--- src/serial_mouse_packet_encoder_top_defines.svh ---
// Assertion macros for the serial mouse packet encoder.
`ifndef SERIAL_MOUSE_PACKET_ENCODER_TOP_DEFINES_SVH
`define SERIAL_MOUSE_PACKET_ENCODER_TOP_DEFINES_SVH

// Check that a condition holds on every clock out of reset.
`define SMPE_ASSERT_HOLDS(name, cond) \
    name: assert property (@(posedge clk) disable iff (!rst_n) (cond)) \
        else $error("smpe invariant violated");

// Check that a consequent holds in the same cycle as its antecedent.
`define SMPE_ASSERT_IMPLIES(name, ante, cons) \
    name: assert property (@(posedge clk) disable iff (!rst_n) (ante) |-> (cons)) \
        else $error("smpe implication violated");

`endif

--- src/smpe_pkg.sv ---
// Shared constants, types and ID string tables for the serial mouse packet encoder.
package smpe_pkg;

    localparam int ACC_WIDTH   = 16;
    localparam int TIME_WIDTH  = 21;
    localparam int SENS_W      = 16;
    localparam int INTERVAL_W  = 20;
    localparam int CFG_DATA_W  = 20;
    localparam int PROD_W      = ACC_WIDTH + SENS_W;
    localparam int CMP_W       = ((TIME_WIDTH > INTERVAL_W + 1) ? TIME_WIDTH : INTERVAL_W + 1) + 1;
    localparam int ID_CURSOR_W = 7;
    localparam int PKT_BYTES   = 5;
    localparam int PKT_LEN_W   = 3;

    // Input item kinds
    localparam logic [1:0] FUNC_HID   = 2'd0;
    localparam logic [1:0] FUNC_MODEM = 2'd1;
    localparam logic [1:0] FUNC_TICK  = 2'd2;
    localparam logic [1:0] FUNC_PULL  = 2'd3;

    // Configuration register indexes
    localparam logic [1:0] REG_PROTOCOL    = 2'd0;
    localparam logic [1:0] REG_SENSITIVITY = 2'd1;
    localparam logic [1:0] REG_INTERVAL    = 2'd2;
    localparam logic [1:0] REG_ENABLED     = 2'd3;

    // Protocol selections
    localparam logic [1:0] PROTO_TWO   = 2'd0;
    localparam logic [1:0] PROTO_THREE = 2'd1;
    localparam logic [1:0] PROTO_WHEEL = 2'd2;
    localparam logic [1:0] PROTO_FIVE  = 2'd3;

    // Packet field constants
    localparam logic [7:0] PKT_SYNC     = 8'h40;
    localparam logic [7:0] PKT_LEFT     = 8'h20;
    localparam logic [7:0] PKT_RIGHT    = 8'h10;
    localparam logic [7:0] PKT_LOW6     = 8'h3F;
    localparam logic [7:0] PKT_MIDDLE   = 8'h20;
    localparam logic [7:0] PKT_WHL_MID  = 8'h10;
    localparam logic [7:0] PKT5_SYNC    = 8'h80;

    localparam logic signed [PROD_W-1:0] Q_HI = PROD_W'(127);
    localparam logic signed [PROD_W-1:0] Q_LO = -Q_HI;

    localparam logic [ID_CURSOR_W-1:0] ID_TWO_LEN   = 7'd1;
    localparam logic [ID_CURSOR_W-1:0] ID_THREE_LEN = 7'd2;
    localparam logic [ID_CURSOR_W-1:0] ID_WHEEL_LEN = 7'd82;
    localparam logic [ID_CURSOR_W-1:0] ID_FIVE_LEN  = 7'd5;

    localparam logic [7:0] ID_PLAIN = 8'h4D;
    localparam logic [7:0] ID_MID   = 8'h33;
    localparam logic [7:0] ID_FIVE  = 8'h87;

    localparam logic [7:0] ID_WHEEL [0:81] = '{
        8'h4D, 8'h5A, 8'h40, 8'h00, 8'h00, 8'h00,
        8'h08, 8'h01, 8'h24, 8'h2D, 8'h33, 8'h28, 8'h10, 8'h10,
        8'h10, 8'h11, 8'h3C, 8'h10, 8'h10, 8'h10, 8'h14, 8'h10,
        8'h12, 8'h10, 8'h10, 8'h3C, 8'h2D, 8'h2F, 8'h35, 8'h33,
        8'h25, 8'h3C, 8'h30, 8'h2E, 8'h30, 8'h10, 8'h26, 8'h10,
        8'h21, 8'h3C, 8'h2D, 8'h29, 8'h23, 8'h32, 8'h2F, 8'h33,
        8'h2F, 8'h26, 8'h34, 8'h00, 8'h29, 8'h2E, 8'h34, 8'h25,
        8'h2C, 8'h2C, 8'h29, 8'h2D, 8'h2F, 8'h35, 8'h33, 8'h25,
        8'h00, 8'h0D, 8'h00, 8'h33, 8'h25, 8'h32, 8'h29, 8'h21,
        8'h2C, 8'h00, 8'h36, 8'h25, 8'h32, 8'h33, 8'h29, 8'h2F,
        8'h2E, 8'h15, 8'h16, 8'h09
    };

    typedef struct packed {
        logic                        changed;
        logic [PKT_LEN_W-1:0]        length;
        logic [PKT_BYTES-1:0][7:0]   bytes;
    } pkt_t;

    function automatic logic [ID_CURSOR_W-1:0] id_len(input logic [1:0] proto);
        logic [ID_CURSOR_W-1:0] len;
        case (proto)
            PROTO_TWO:   len = ID_TWO_LEN;
            PROTO_THREE: len = ID_THREE_LEN;
            PROTO_WHEEL: len = ID_WHEEL_LEN;
            default:     len = ID_FIVE_LEN;
        endcase
        return len;
    endfunction

    function automatic logic [7:0] id_byte(input logic [1:0] proto,
                                           input logic [ID_CURSOR_W-1:0] idx);
        logic [7:0] b;
        b = 8'h00;
        case (proto)
            PROTO_TWO:
                if (idx == '0) b = ID_PLAIN;
            PROTO_THREE:
                if (idx == '0) b = ID_PLAIN;
                else if (idx == ID_CURSOR_W'(1)) b = ID_MID;
            PROTO_WHEEL:
                if (idx < ID_WHEEL_LEN) b = ID_WHEEL[idx];
            default:
                if (idx == '0) b = ID_FIVE;
        endcase
        return b;
    endfunction

endpackage

--- src/smpe_packet_builder.sv ---
// Scales the X and Y motion accumulators and formats the report packet for the selected protocol.
module smpe_packet_builder (
    input  logic [1:0]                              protocol,
    input  logic signed [smpe_pkg::SENS_W-1:0]      sensitivity,
    input  logic signed [smpe_pkg::ACC_WIDTH-1:0]   acc_x,
    input  logic signed [smpe_pkg::ACC_WIDTH-1:0]   acc_y,
    input  logic signed [smpe_pkg::ACC_WIDTH-1:0]   acc_z,
    input  logic [2:0]                              btn_now,
    input  logic [2:0]                              btn_sent,
    output smpe_pkg::pkt_t                          pkt
);

    logic signed [smpe_pkg::PROD_W-1:0] prod_x;
    logic signed [smpe_pkg::PROD_W-1:0] prod_y;
    logic signed [smpe_pkg::PROD_W-1:0] q_x;
    logic signed [smpe_pkg::PROD_W-1:0] q_y;
    logic [7:0] x;
    logic [7:0] y;
    logic [2:0] btn_any;

    // Arithmetic shift gives the floor of the Q24.8 product.
    assign prod_x = acc_x * sensitivity;
    assign prod_y = acc_y * sensitivity;
    assign q_x    = prod_x >>> 8;
    assign q_y    = prod_y >>> 8;

    always_comb
    begin
        if (q_x > smpe_pkg::Q_HI)
            x = smpe_pkg::Q_HI[7:0];
        else if (q_x < smpe_pkg::Q_LO)
            x = smpe_pkg::Q_LO[7:0];
        else
            x = q_x[7:0];

        if (q_y > smpe_pkg::Q_HI)
            y = smpe_pkg::Q_HI[7:0];
        else if (q_y < smpe_pkg::Q_LO)
            y = smpe_pkg::Q_LO[7:0];
        else
            y = q_y[7:0];
    end

    assign btn_any = btn_now | btn_sent;

    always_comb
    begin
        pkt.changed = (acc_x != '0) || (acc_y != '0) || (acc_z != '0) || (btn_now != btn_sent);
        pkt.bytes   = '0;
        pkt.length  = smpe_pkg::PKT_LEN_W'(3);
        if (protocol == smpe_pkg::PROTO_FIVE)
        begin
            // Buttons are active low in this format.
            pkt.bytes[0] = smpe_pkg::PKT5_SYNC | {5'b0, ~btn_now[0], ~btn_now[2], ~btn_now[1]};
            pkt.bytes[1] = x;
            pkt.bytes[2] = 8'(8'd0 - y);
            pkt.length   = smpe_pkg::PKT_LEN_W'(5);
        end
        else
        begin
            pkt.bytes[0] = smpe_pkg::PKT_SYNC
                         | (btn_now[0] ? smpe_pkg::PKT_LEFT : 8'h00)
                         | (btn_now[1] ? smpe_pkg::PKT_RIGHT : 8'h00)
                         | {4'b0, y[7:6], 2'b0}
                         | {6'b0, x[7:6]};
            pkt.bytes[1] = x & smpe_pkg::PKT_LOW6;
            pkt.bytes[2] = y & smpe_pkg::PKT_LOW6;
            if (protocol == smpe_pkg::PROTO_WHEEL)
            begin
                pkt.bytes[3] = {3'b0, btn_now[2], 4'(4'd0 - acc_z[3:0])};
                pkt.length   = smpe_pkg::PKT_LEN_W'(4);
            end
            else if (protocol == smpe_pkg::PROTO_THREE && btn_any[2])
            begin
                pkt.bytes[3] = btn_now[2] ? smpe_pkg::PKT_MIDDLE : 8'h00;
                pkt.length   = smpe_pkg::PKT_LEN_W'(4);
            end
        end
    end

endmodule

--- src/serial_mouse_packet_encoder_top.sv ---
// Serial mouse packet encoder top level: input stage, mouse state, result stage.
// The block takes one item per clock unless in_stall is raised, and returns exactly
// one result beat per item, through the input register and then the result register. Items
// are registered, then the state update (saturating accumulators, mode sequencing,
// report grid, packet build) runs combinationally into the result register; the clock
// is bounded by the two 16x16 sensitivity multipliers and clamp in the packet builder.
// A stalled result register holds the input register, which then stalls the input.
// Configuration writes are taken every cycle and must arrive only while the block is idle.
`include "serial_mouse_packet_encoder_top_defines.svh"

module serial_mouse_packet_encoder_top (
    input  logic                                  clk,
    input  logic                                  rst_n,
    input  logic                                  in_valid,
    output logic                                  in_stall,
    input  logic [1:0]                            func,
    input  logic signed [7:0]                     dx,
    input  logic signed [7:0]                     dy,
    input  logic signed [7:0]                     wheel,
    input  logic [2:0]                            buttons,
    input  logic [1:0]                            modem_bits,
    output logic                                  out_valid,
    input  logic                                  out_stall,
    output logic                                  byte_valid,
    output logic [7:0]                            data_byte,
    output logic                                  dsr,
    output logic [1:0]                            mouse_mode,
    input  logic                                  cfg_valid,
    output logic                                  cfg_ready,
    input  logic [1:0]                            cfg_index,
    input  logic [smpe_pkg::CFG_DATA_W-1:0]       cfg_data
);

    typedef enum logic [1:0] {
        MODE_RESET = 2'd0,
        MODE_ID    = 2'd1,
        MODE_RUN   = 2'd2,
        MODE_NONE  = 2'd3
    } mode_t;

    // Configuration
    logic [1:0]                               protocol_reg;
    logic signed [smpe_pkg::SENS_W-1:0]       sens_reg;
    logic [smpe_pkg::INTERVAL_W-1:0]          interval_reg;
    logic                                     enabled_reg;

    // Input stage
    logic                                     s1_valid_reg;
    logic                                     s1_valid_next;
    logic [1:0]                               s1_func_reg;
    logic signed [7:0]                        s1_dx_reg;
    logic signed [7:0]                        s1_dy_reg;
    logic signed [7:0]                        s1_wheel_reg;
    logic [2:0]                               s1_buttons_reg;
    logic [1:0]                               s1_modem_reg;

    // Mouse state
    mode_t                                    mode_reg, mode_next, mode_eff;
    mode_t                                    pend_reg, pend_next;
    logic                                     last_rts_reg, last_rts_next;
    logic                                     dsr_reg, dsr_next;
    logic signed [smpe_pkg::ACC_WIDTH-1:0]    acc_x_reg, acc_x_next;
    logic signed [smpe_pkg::ACC_WIDTH-1:0]    acc_y_reg, acc_y_next;
    logic signed [smpe_pkg::ACC_WIDTH-1:0]    acc_z_reg, acc_z_next;
    logic [2:0]                               btn_now_reg, btn_now_next;
    logic [2:0]                               btn_sent_reg, btn_sent_next;
    logic [smpe_pkg::TIME_WIDTH-1:0]          elapsed_reg, elapsed_next, elapsed_inc;
    logic [smpe_pkg::CMP_W-1:0]               elapsed_ext, iv_ext, iv2_ext;
    logic [smpe_pkg::ID_CURSOR_W-1:0]         id_cursor_reg, id_cursor_next, cur_eff;
    logic [smpe_pkg::PKT_BYTES-1:0][7:0]      pkt_bytes_reg;
    logic                                     pkt_wr;
    logic [smpe_pkg::PKT_LEN_W-1:0]           pkt_len_reg, pkt_len_next;
    logic [smpe_pkg::PKT_LEN_W-1:0]           pkt_cursor_reg, pkt_cursor_next;
    smpe_pkg::pkt_t                           pkt;

    // Result stage
    logic                                     out_valid_reg, out_valid_next;
    logic                                     advance;
    logic                                     res_valid;
    logic [7:0]                               res_data;
    logic                                     byte_valid_reg;
    logic [7:0]                               data_byte_reg;
    logic                                     dsr_out_reg;
    logic [1:0]                               mode_out_reg;

    function automatic logic signed [smpe_pkg::ACC_WIDTH-1:0] sat_add(
        input logic signed [smpe_pkg::ACC_WIDTH-1:0] a,
        input logic signed [7:0]                     d
    );
        logic signed [smpe_pkg::ACC_WIDTH:0] s;
        logic signed [smpe_pkg::ACC_WIDTH-1:0] r;
        s = (smpe_pkg::ACC_WIDTH+1)'(a) + (smpe_pkg::ACC_WIDTH+1)'(d);
        if (s[smpe_pkg::ACC_WIDTH] != s[smpe_pkg::ACC_WIDTH-1])
            r = {s[smpe_pkg::ACC_WIDTH], {(smpe_pkg::ACC_WIDTH-1){~s[smpe_pkg::ACC_WIDTH]}}};
        else
            r = s[smpe_pkg::ACC_WIDTH-1:0];
        return r;
    endfunction

    smpe_packet_builder u_builder (
        .protocol    (protocol_reg),
        .sensitivity (sens_reg),
        .acc_x       (acc_x_reg),
        .acc_y       (acc_y_reg),
        .acc_z       (acc_z_reg),
        .btn_now     (btn_now_reg),
        .btn_sent    (btn_sent_reg),
        .pkt         (pkt)
    );

    // Handshake: a beat leaves the input stage when the result register is free.
    assign advance        = s1_valid_reg && (!out_valid_reg || !out_stall);
    assign in_stall       = s1_valid_reg && !advance;
    assign s1_valid_next  = in_stall ? s1_valid_reg : in_valid;
    assign out_valid_next = advance ? 1'b1 : (out_stall ? out_valid_reg : 1'b0);
    assign cfg_ready      = 1'b1;

    assign out_valid  = out_valid_reg;
    assign byte_valid = byte_valid_reg;
    assign data_byte  = data_byte_reg;
    assign dsr        = dsr_out_reg;
    assign mouse_mode = mode_out_reg;

    // Report grid arithmetic
    assign elapsed_inc = (elapsed_reg == '1) ? elapsed_reg : smpe_pkg::TIME_WIDTH'(elapsed_reg + 1'b1);
    assign elapsed_ext = smpe_pkg::CMP_W'(elapsed_inc);
    assign iv_ext      = smpe_pkg::CMP_W'(interval_reg);
    assign iv2_ext     = smpe_pkg::CMP_W'({interval_reg, 1'b0});

    always_comb
    begin
        mode_next       = mode_reg;
        pend_next       = pend_reg;
        last_rts_next   = last_rts_reg;
        dsr_next        = dsr_reg;
        acc_x_next      = acc_x_reg;
        acc_y_next      = acc_y_reg;
        acc_z_next      = acc_z_reg;
        btn_now_next    = btn_now_reg;
        btn_sent_next   = btn_sent_reg;
        elapsed_next    = elapsed_reg;
        id_cursor_next  = id_cursor_reg;
        pkt_len_next    = pkt_len_reg;
        pkt_cursor_next = pkt_cursor_reg;
        pkt_wr          = 1'b0;
        res_valid       = 1'b0;
        res_data        = 8'h00;
        mode_eff        = mode_reg;
        cur_eff         = id_cursor_reg;

        if (advance)
        begin
            unique case (s1_func_reg)
                smpe_pkg::FUNC_HID:
                begin
                    if (enabled_reg && mode_reg == MODE_RUN)
                    begin
                        acc_x_next   = sat_add(acc_x_reg, s1_dx_reg);
                        acc_y_next   = sat_add(acc_y_reg, s1_dy_reg);
                        acc_z_next   = sat_add(acc_z_reg, s1_wheel_reg);
                        btn_now_next = s1_buttons_reg;
                    end
                end
                smpe_pkg::FUNC_MODEM:
                begin
                    dsr_next      = s1_modem_reg[0];
                    last_rts_next = s1_modem_reg[1];
                    if (s1_modem_reg[1] != last_rts_reg)
                        pend_next = s1_modem_reg[1] ? MODE_ID : MODE_RESET;
                end
                smpe_pkg::FUNC_TICK:
                begin
                    // Apply the scheduled mode first.
                    if (pend_reg != MODE_NONE)
                    begin
                        if (pend_reg == MODE_ID)
                        begin
                            cur_eff         = '0;
                            pkt_len_next    = '0;
                            pkt_cursor_next = '0;
                        end
                        mode_eff  = pend_reg;
                        pend_next = MODE_NONE;
                    end
                    mode_next      = mode_eff;
                    id_cursor_next = cur_eff;
                    if (mode_eff == MODE_ID)
                    begin
                        if (cur_eff >= smpe_pkg::id_len(protocol_reg))
                        begin
                            mode_next    = MODE_RUN;
                            elapsed_next = '0;
                        end
                    end
                    else if (mode_eff == MODE_RUN)
                    begin
                        elapsed_next = elapsed_inc;
                        if (elapsed_ext >= iv_ext)
                        begin
                            // Restart the grid when a slot is late by a whole interval.
                            if (elapsed_ext >= iv2_ext)
                                elapsed_next = '0;
                            else
                                elapsed_next = smpe_pkg::TIME_WIDTH'(elapsed_ext - iv_ext);
                            if (pkt.changed)
                            begin
                                pkt_wr          = 1'b1;
                                pkt_len_next    = pkt.length;
                                pkt_cursor_next = '0;
                                acc_x_next      = '0;
                                acc_y_next      = '0;
                                acc_z_next      = '0;
                                btn_sent_next   = btn_now_reg;
                            end
                        end
                    end
                end
                smpe_pkg::FUNC_PULL:
                begin
                    if (mode_reg == MODE_ID)
                    begin
                        if (id_cursor_reg < smpe_pkg::id_len(protocol_reg))
                        begin
                            res_valid      = 1'b1;
                            res_data       = smpe_pkg::id_byte(protocol_reg, id_cursor_reg);
                            id_cursor_next = smpe_pkg::ID_CURSOR_W'(id_cursor_reg + 1'b1);
                        end
                    end
                    else if (pkt_cursor_reg < pkt_len_reg &&
                             pkt_cursor_reg < smpe_pkg::PKT_LEN_W'(smpe_pkg::PKT_BYTES))
                    begin
                        res_valid       = 1'b1;
                        res_data        = pkt_bytes_reg[pkt_cursor_reg];
                        pkt_cursor_next = smpe_pkg::PKT_LEN_W'(pkt_cursor_reg + 1'b1);
                    end
                end
            endcase
        end
    end

    always_ff @(posedge clk or negedge rst_n)
    begin
        if (!rst_n)
        begin
            protocol_reg <= smpe_pkg::PROTO_TWO;
            sens_reg     <= smpe_pkg::SENS_W'(256);
            interval_reg <= smpe_pkg::INTERVAL_W'(25000);
            enabled_reg  <= 1'b1;
        end
        else if (cfg_valid && cfg_ready)
        begin
            unique case (cfg_index)
                smpe_pkg::REG_PROTOCOL:    protocol_reg <= cfg_data[1:0];
                smpe_pkg::REG_SENSITIVITY: sens_reg     <= cfg_data[smpe_pkg::SENS_W-1:0];
                smpe_pkg::REG_INTERVAL:    interval_reg <= cfg_data[smpe_pkg::INTERVAL_W-1:0];
                smpe_pkg::REG_ENABLED:     enabled_reg  <= cfg_data[0];
            endcase
        end
    end

    always_ff @(posedge clk or negedge rst_n)
    begin
        if (!rst_n)
        begin
            s1_valid_reg   <= 1'b0;
            out_valid_reg  <= 1'b0;
            mode_reg       <= MODE_RESET;
            pend_reg       <= MODE_RESET;
            last_rts_reg   <= 1'b0;
            dsr_reg        <= 1'b0;
            acc_x_reg      <= '0;
            acc_y_reg      <= '0;
            acc_z_reg      <= '0;
            btn_now_reg    <= '0;
            btn_sent_reg   <= '0;
            elapsed_reg    <= '0;
            id_cursor_reg  <= '0;
            pkt_len_reg    <= '0;
            pkt_cursor_reg <= '0;
            byte_valid_reg <= 1'b0;
            data_byte_reg  <= 8'h00;
            dsr_out_reg    <= 1'b0;
            mode_out_reg   <= MODE_RESET;
        end
        else
        begin
            s1_valid_reg   <= s1_valid_next;
            out_valid_reg  <= out_valid_next;
            mode_reg       <= mode_next;
            pend_reg       <= pend_next;
            last_rts_reg   <= last_rts_next;
            dsr_reg        <= dsr_next;
            acc_x_reg      <= acc_x_next;
            acc_y_reg      <= acc_y_next;
            acc_z_reg      <= acc_z_next;
            btn_now_reg    <= btn_now_next;
            btn_sent_reg   <= btn_sent_next;
            elapsed_reg    <= elapsed_next;
            id_cursor_reg  <= id_cursor_next;
            pkt_len_reg    <= pkt_len_next;
            pkt_cursor_reg <= pkt_cursor_next;
            if (advance)
            begin
                byte_valid_reg <= res_valid;
                data_byte_reg  <= res_data;
                dsr_out_reg    <= dsr_next;
                mode_out_reg   <= mode_next;
            end
        end
    end

    // Payload registers
    always_ff @(posedge clk)
    begin
        if (!in_stall)
        begin
            s1_func_reg    <= func;
            s1_dx_reg      <= dx;
            s1_dy_reg      <= dy;
            s1_wheel_reg   <= wheel;
            s1_buttons_reg <= buttons;
            s1_modem_reg   <= modem_bits;
        end
        if (pkt_wr)
            pkt_bytes_reg <= pkt.bytes;
    end

    `SMPE_ASSERT_IMPLIES(a_empty_beat_zero, out_valid && !byte_valid, data_byte == 8'h00)
    `SMPE_ASSERT_HOLDS(a_pkt_cursor_bound, pkt_cursor_reg <= pkt_len_reg)
    `SMPE_ASSERT_IMPLIES(a_stall_when_full, in_stall, s1_valid_reg && out_valid_reg && out_stall)
    `SMPE_ASSERT_HOLDS(a_id_cursor_bound, id_cursor_reg <= smpe_pkg::ID_WHEEL_LEN)

endmodule
--- config.mk ---
export PLATFORM = sky130hd
export DESIGN_NAME = serial_mouse_packet_encoder_top
export DESIGN_NICKNAME = d
export VERILOG_FILES = /design/src/smpe_pkg.sv /design/src/smpe_packet_builder.sv /design/src/serial_mouse_packet_encoder_top.sv
export VERILOG_INCLUDE_DIRS = /design/src /design/src/src
export SDC_FILE = /design/constraint.sdc
export NUM_CORES = 2
export LEC_CHECK = 0
export ABC_AREA = 1
export BUFFER_PORTS_ARGS = -buffer_cell sky130_fd_sc_hd__buf_4
export CAP_MARGIN = 5
export CORE_MARGIN = 5
export CORE_UTILIZATION = 65
export CTS_CLUSTER_SIZE = 25
export DETAILED_ROUTE_END_ITERATION = 10
export PLACE_DENSITY = 0.94
export SLEW_MARGIN = 10
export SYNTH_ARGS = -nofsm -noshare
export SYNTH_HDL_FRONTEND = slang
export SYNTH_SLANG_ARGS = --single-unit
--- constraint.sdc ---
create_clock -name clk -period 13.6 [get_ports clk]
set_input_delay 2.72 -clock clk [delete_from_list [all_inputs] [get_ports clk]]
set_output_delay 2.72 -clock clk [all_outputs]
set_load 0.05 [all_outputs]
-- Word level (Yosys, flattened, before mapping)
Memories as Yosys holds them, arrays and structs flattened.
Index checks and enable logic that the tools add are counted.
- output and inout bits: 15
- bits in read-only memories: 1024
- word-level logic and storage cells: 247
- RAM bits: 0
- flip-flop bits (word level): 208
- bits in latches: 0
- memories: 1
- input bits: 58
- memory list (name ; depth ; bits a word ; read ports ; clocked after Yosys merged registers in ; write ports ; RTL line ; RTL):
    (name not given) ; 128 ; 8 ; 1 ; 0 ; 0 ; smpe_pkg.sv:96 ; if (idx < ID_WHEEL_LEN) b = ID_WHEEL[idx];
- multiplexer cells: 100
- $add $sub $neg: 9
- div/mod/pow operators: 0
- bitwise operators: 13
- reduce and logical (&&, ||, !) cells: 37
- shifts and indexed selects: 0
- order comparisons: 13
- multiply operators: 2
- equal/unequal tests: 35
- operators by type and width (operator ; count):
    $mux W16 ; 10
    $mux W21 ; 6
    $mux W8 ; 13
    $mux W7 ; 14
    $pmux W16 S2 ; 3
    $mul A16 B16 Y32 ; 2
    $add A16 B8 Y17 ; 3
    $mux W3 ; 17
    $gt A24 B8 Y1 const B ; 2
    $lt A24 B8 Y1 const B ; 2
    $reduce_bool A16 Y1 ; 3
    $bmux W8 S3 ; 1
    $ne A2 B2 Y1 const B ; 12
    $pmux W8 S3 ; 1
    $mux W22 ; 1
    $add A21 B1 Y21 const B ; 1
    $eq A21 B21 Y1 const B ; 1
    $ge A21 B20 Y1 ; 1
    $ge A21 B21 Y1 ; 1
    $pmux W7 S3 ; 1
    $sub A21 B20 Y21 ; 1
    $mux W2 ; 9
    $mux W6 ; 3
    $eq A2 B2 Y1 const B ; 8
    39 further kinds ; 93

-- Logic depth before layout (Yosys ltp)
- depth in word-level cells: 13
- mapped depth: 41
- depth with buffers taken out: 39

-- Cells and area by module
A second synthesis with hierarchy kept.
- cell total of the unflattened synthesis: 5104
- area total of the unflattened synthesis: 37454.7 sq um
- modules (own cells, without submodules) (module ; sequential area each (sq um) ; area an instance (sq um) ; times used ; cells an instance):
    smpe_packet_builder ; 0.0 ; 22237.6 ; 1 ; 3059
    serial_mouse_packet_encoder_top ; 5820.6 ; 15217.1 ; 1 ; 2045

-- Worst setup path after synthesis
OpenSTA, ideal clock, no wires.
- kind: reg2reg
- start: register acc_y_reg[15] (netlist name)
- end: register pkt_bytes_reg[22] (netlist name) (data pin)
- setup time: 0.261 ns
- cell stages (with the launch flop): 35
- buffers on the path: 2
- arrival time: 6.486 ns
- setup slack: 6.853 ns
- clock period less this slack: 6.747 ns
- required time: 13.339 ns
- path through: dfrtp_1 clkbuf_1 clkbuf_1 nand2_1 fa_1 inv_1 fa_1 fa_1 fa_1 fa_1 inv_1 fa_1 inv_1 ha_1 nand2_1 inv_2 nand2_1 nor3_1 and2_1 nand2_1 nand2_1 nand2_1 nand2_1 nand4_1 nor2_1 nand2_1 nand2_2 inv_1 nor2_1 ha_1 nand2_1 nor2_1 nand2_1 nand2_1 a21oi_1
- word-level cells in the longest chain between the ends: 5
- elaborated cells between the ends (all ways): 6
- classes of those cells: add/sub (1); mul (1); order compare (2); mux (2)
- RTL lines (item ; RTL line ; RTL):
    start, declared ; serial_mouse_packet_encoder_top.sv:63 ; logic signed [smpe_pkg::ACC_WIDTH-1:0] acc_y_reg, acc_y_next;
    start signal, assigned ; serial_mouse_packet_encoder_top.sv:294 ; acc_y_reg <= acc_y_next;
    $mul A16 B16 Y32 * ; smpe_packet_builder.sv:23 ; assign prod_y = acc_y * sensitivity;
    $lt A24 B8 Y1 ; smpe_packet_builder.sv:38 ; else if (q_y < smpe_pkg::Q_LO)
    $mux W8 ; smpe_packet_builder.sv:38 ;
    $mux W8 * ; smpe_packet_builder.sv:36 ; if (q_y > smpe_pkg::Q_HI)
    $sub A1 B8 Y8 * ; smpe_packet_builder.sv:56 ; pkt.bytes[2] = 8'(8'd0 - y);
    end signal, assigned ; serial_mouse_packet_encoder_top.sv:325 ; pkt_bytes_reg <= pkt.bytes;
    end, declared ; serial_mouse_packet_encoder_top.sv:70 ; logic [smpe_pkg::PKT_BYTES-1:0][7:0] pkt_bytes_reg;
Mark *: on every way between the ends. The rest lies on a longest branch, timed or not.
A chain may end at the register's enable or synchronous reset.

-- Worst setup path after layout
- start: register sens_reg[8] (netlist name)
- end: register pkt_bytes_reg[22] (netlist name) (data pin)
- word-level cells in the longest chain between the ends: 5
- elaborated cells between the ends (all ways): 6
- classes of those cells: add/sub (1); mul (1); order compare (2); mux (2)
- RTL lines (item ; RTL line ; RTL):
    start, declared ; serial_mouse_packet_encoder_top.sv:43 ; logic signed [smpe_pkg::SENS_W-1:0] sens_reg;
    start signal, assigned ; serial_mouse_packet_encoder_top.sv:246 ; sens_reg <= smpe_pkg::SENS_W'(256);
    start signal, assigned ; serial_mouse_packet_encoder_top.sv:254 ; smpe_pkg::REG_SENSITIVITY: sens_reg <= cfg_data[smpe_pkg::SENS_W-1:0];
    $mul A16 B16 Y32 * ; smpe_packet_builder.sv:23 ;
    $lt A24 B8 Y1 ; smpe_packet_builder.sv:38 ;
    $mux W8 ; smpe_packet_builder.sv:38 ;
    $mux W8 * ; smpe_packet_builder.sv:36 ;
    $sub A1 B8 Y8 * ; smpe_packet_builder.sv:56 ;
Marked as above.

==> report_table.html <==
<table>
<tr><th>Metric</th><th>Value</th></tr>
<tr><th colspan="2">Setup path</th></tr>
<tr><td>Delay of the slowest critical-path stage</td><td>1.15 ns</td></tr>
<tr><td>Setup Crit Path Kind</td><td>reg -&gt; reg</td></tr>
<tr><td>Crit path arrival time</td><td>7.86 ns</td></tr>
<tr><td>Highest-delay cell along the critical path</td><td>dfstp_2</td></tr>
<tr><td>Sort of element at the end of the critical path</td><td>flip-flop</td></tr>
<tr><td>Crit Path Max Fanout</td><td>33</td></tr>
<tr><td>Slack of the worst reg-to-reg path</td><td>5.98 ns</td></tr>
<tr><td>Startpoint kind of the worst setup timing path</td><td>flip-flop</td></tr>
<tr><td>Required time of the critical path</td><td>13.84 ns</td></tr>
<tr><th colspan="2">Global routing</th></tr>
<tr><td>Wire length of the first global-routing pass</td><td>158,600 microns</td></tr>
<tr><td>Largest net degree at the start of global routing</td><td>80</td></tr>
<tr><td>Global-route usage over all layers</td><td>0.3188</td></tr>
<tr><td>Via count of the first global-routing pass</td><td>32,710</td></tr>
<tr><td>Number of antenna violations at the first check in global routing</td><td>1</td></tr>
<tr><td>Total congestion overflow after global routing</td><td>0</td></tr>
<tr><th colspan="2">Clock network</th></tr>
<tr><td>Number of buffers inserted during clock tree synthesis</td><td>23</td></tr>
<tr><td>CTS tree</td><td>built</td></tr>
<tr><td># H-tree levels</td><td>1</td></tr>
<tr><td>Root buf cell</td><td>clkbuf_16</td></tr>
<tr><td>Hold buffers post-CTS</td><td>0</td></tr>
<tr><td>Largest buffer count on any clock path</td><td>3</td></tr>
<tr><td>Skew-Pair Late Insertion Delay</td><td>0.53 ns</td></tr>
<tr><td>Buffers inserted during post-CTS setup optimization</td><td>0</td></tr>
<tr><td>Post-cts resize count</td><td>0</td></tr>
<tr><td>Sinks on Clock Net</td><td>208</td></tr>
<tr><td>Clock input transition at the sequential cells of the worst setup and hold paths</td><td>0.07 ns</td></tr>
<tr><th colspan="2">Floorplanning</th></tr>
<tr><td>Core area</td><td>0.05488 sq mm</td></tr>
<tr><td>Initial standard-cell utilization of the core</td><td>0.6530</td></tr>
<tr><td>Die area</td><td>0.05992 sq mm</td></tr>
<tr><td>Die boundary width</td><td>244.8 microns</td></tr>
<tr><td>FP Rows</td><td>86</td></tr>
<tr><td>I/O Pins</td><td>73</td></tr>
<tr><td>Die height</td><td>244.8 microns</td></tr>
<tr><th colspan="2">Synthesis</th></tr>
<tr><td>Count of different cell masters after synthesis</td><td>65</td></tr>
<tr><td>Post-synthesis sequential area ratio</td><td>0.1541</td></tr>
<tr><td>Gate count after technology mapping</td><td>4,760</td></tr>
<tr><td>Share of Yosys cell area claimed by the top area cell type</td><td>0.2939</td></tr>
<tr><td>Largest area contributor in the synthesized netlist</td><td>fa_1</td></tr>
<tr><td>Post-synth top flop</td><td>dfrtp_1</td></tr>
<tr><td>Number of nets produced by synthesis</td><td>5,620</td></tr>
<tr><td>Post-synthesis sequential element count</td><td>208</td></tr>
<tr><td>Cell Area, Synth</td><td>0.03583 sq mm</td></tr>
<tr><td>Avg Inst Size Synth</td><td>7.528 sq um</td></tr>
<tr><td>Number of warning messages in the yosys log</td><td>0</td></tr>
<tr><td>Count of flip-flops with a built-in enable after synthesis</td><td>61</td></tr>
<tr><td>Top cells by area in the synthesized netlist</td><td>fa_1, nand2_1, inv_1</td></tr>
<tr><td>Ys async rst share</td><td>0.7067</td></tr>
<tr><th colspan="2">Place</th></tr>
<tr><td>Cell area reported after detailed placement</td><td>0.03679 sq mm</td></tr>
<tr><td>Number of buffers added on ports</td><td>71</td></tr>
<tr><td>Final weighted congestion of routability-driven global placement</td><td>0.9865</td></tr>
<tr><td>HPWL Detailed</td><td>73,290 microns</td></tr>
<tr><th colspan="2">Power</th></tr>
<tr><td>Worst ir drop on vdd</td><td>104.3 uV</td></tr>
<tr><td>Total power per unit cell area</td><td>122.6 mW/mm^2</td></tr>
<tr><td>LEAKAGE</td><td>20.95 nW</td></tr>
<tr><th colspan="2">Route</th></tr>
<tr><td>Post-route DRC</td><td>0</td></tr>
<tr><td>Number of violations reported at the end of detailed-routing iteration 0</td><td>2,800</td></tr>
<tr><td>Average routed wire per standard cell</td><td>17.44 microns</td></tr>
<tr><td>Vias per cell</td><td>5.775</td></tr>
<tr><td>Final wirelength</td><td>94,770 microns</td></tr>
<tr><td>Remaining antenna violation count after routing</td><td>0</td></tr>
<tr><td>First-pass DRT Iterations</td><td>6</td></tr>
<tr><td>Overall via count from detail_route</td><td>31,380</td></tr>
<tr><th colspan="2">Timing</th></tr>
<tr><td>Min Tclk post-route</td><td>7.623 ns</td></tr>
<tr><td>Setup repair after global routing missed its margin</td><td>no</td></tr>
<tr><td>Worst Clk Skew</td><td>0.01617 ns</td></tr>
<tr><td>Transition time at the pin with the least slew margin</td><td>1.143 ns</td></tr>
<tr><td>Share of the clock period used by the worst path</td><td>0.5605</td></tr>
<tr><td>Aggregate negative setup slack</td><td>0 ns</td></tr>
<tr><td>Count of pins over their slew limit</td><td>0</td></tr>
<tr><td>Final hold vios</td><td>0</td></tr>
<tr><td>Worst slew margin relative to its limit</td><td>0.2355</td></tr>
<tr><td>F_max</td><td>131.2 MHz</td></tr>
<tr><td>Count of endpoints failing setup in the final report</td><td>0</td></tr>
<tr><th colspan="2">Hold path</th></tr>
<tr><td>Class of the most critical hold timing path</td><td>reg -&gt; reg</td></tr>
<tr><th colspan="2">Finish</th></tr>
<tr><td>Number of nets at the end of the flow</td><td>5,574</td></tr>
<tr><td>Final instance area</td><td>0.03751 sq mm</td></tr>
<tr><td>Area growth, synth to finish</td><td>4.682%</td></tr>
<tr><td>N_diodes</td><td>0</td></tr>
<tr><td>Layout cells sized above 1</td><td>0.04440</td></tr>
<tr><td>Max reg flops</td><td>30</td></tr>
<tr><td>Most common cell after layout, fill and taps aside</td><td>nand2_1</td></tr>
<tr><td>Commonest non-fill, non-tap cells in the layout</td><td>nand2_1, inv_1, fa_1, ha_1, nor2_1</td></tr>
<tr><th colspan="2">Outcome</th></tr>
<tr><td>Outcome</td><td>completed</td></tr>
<tr><th colspan="2">Job</th></tr>
<tr><td>Reported max-cap violation count</td><td>0</td></tr>
</table>
[logic make-up (layout without fill, tap and decap cells)]
| group | Yosys count | count (layout) | synth area share |
|---|---|---|---|
| AND/OR/NAND/NOR | 1777 | 1777 | 0.2025 |
| buffers and inverters | 1324 | 1294 | 0.1395 |
| adder cells (fa/ha/maj) | 802 | 802 | 0.3902 |
| AO/OA/AOI/OAI | 529 | 529 | 0.08425 |
| flip-flops | 208 | 208 | 0.1541 |
| XOR/XNOR | 117 | 117 | 0.02881 |
| multiplexers | 2 | 2 | 0.0005587 |
| other | 1 | 1 | 0.0001046 |
[critical path: cells and delay by family (launching register included)]
kind            cells  cell delay [ns]
fa+ha+maj           8             3.58
simple gates       13             1.46
flops               1             1.15
compound gates      4             0.59
buf+inv             6             0.49
[layer usage]
layer / GRT usage / vias to the layer above / routed length (microns)
met1: 0.4071 / 14910 / 35210
met3: 0.04443 / 465 / 9021
li1: - / 14250 / -
met2: 0.5417 / 1763 / 45080
met5: 0 / - / 13
met4: 0.1495 / 2 / 5447
[path summary, 6_finish.rpt]
check                             startpoint           endpoint  cells after the start
worst max-delay path             sens_reg[8]  pkt_bytes_reg[22]                     31
worst min-delay path            s1_valid_reg          out_valid                      2
worst max register to register   sens_reg[8]  pkt_bytes_reg[22]                     31
worst min register to register  s1_valid_reg          out_valid                      2
max in group asynchronous              rst_n     elapsed_reg[0]                      2
min in group asynchronous              rst_n      acc_z_reg[14]                      1
[cells in the mapped netlist, types with 18 or more instances]
cell,number
nor4_1,18
edfxtp_1,61
nor3_1,31
nand4_1,37
fa_1,526
dfrtp_1,139
nand2_2,24
clkbuf_1,141
nor2_1,238
a21oi_1,178
xor2_1,76
nand2_1,1251
o211ai_1,37
nand3_1,128
ha_1,276
inv_1,1143
xnor2_1,40
o21ai_0,207
[cell type report]
| type | instances | area [sq um] |
|---|---|---|
| Tap cell | 704 | 880.8 |
| Multi-Input combinational cell | 3228 | 25310 |
| Fill cell | 4151 | 17370 |
| Sequential cell | 208 | 5520 |
| Clock inverter | 11 | 103.9 |
| Inverter | 1156 | 4339 |
| Clock buffer | 30 | 621.8 |
| Timing Repair Buffer | 97 | 732.0 |
[through the flow]
| stage | util | hold WS, ns | power [W] | instances | worst slack (ns) |
|---|---|---|---|---|---|
| detailed placement | 0.6703 | 0.4532 | 0.003882 | 5393 | 6.079 |
| global placement | 0.6703 | 0.4371 | 0.003759 | 5393 | 6.313 |
| floorplan | - | 0.4297 | 0.003082 | 4760 | 6.853 |
| finish | 0.6836 | 0.4672 | 0.004599 | 5434 | 5.977 |
| global route | 0.6836 | 0.4913 | 0.004992 | 5434 | 5.425 |
| CTS | 0.6836 | 0.4682 | 0.004530 | 5434 | 6.041 |
[power breakdown]
group | leakage, nW | switching [W] | internal [W] | total (W)
Combinational | 18.1 | 0.00199 | 0.00105 | 0.00304
Clock | 0.350 | 0.000278 | 0.000345 | 0.000623
Sequential | 2.50 | 0.000194 | 0.000743 | 0.000937
No activity file was read; power rests on OpenSTA's default activity.
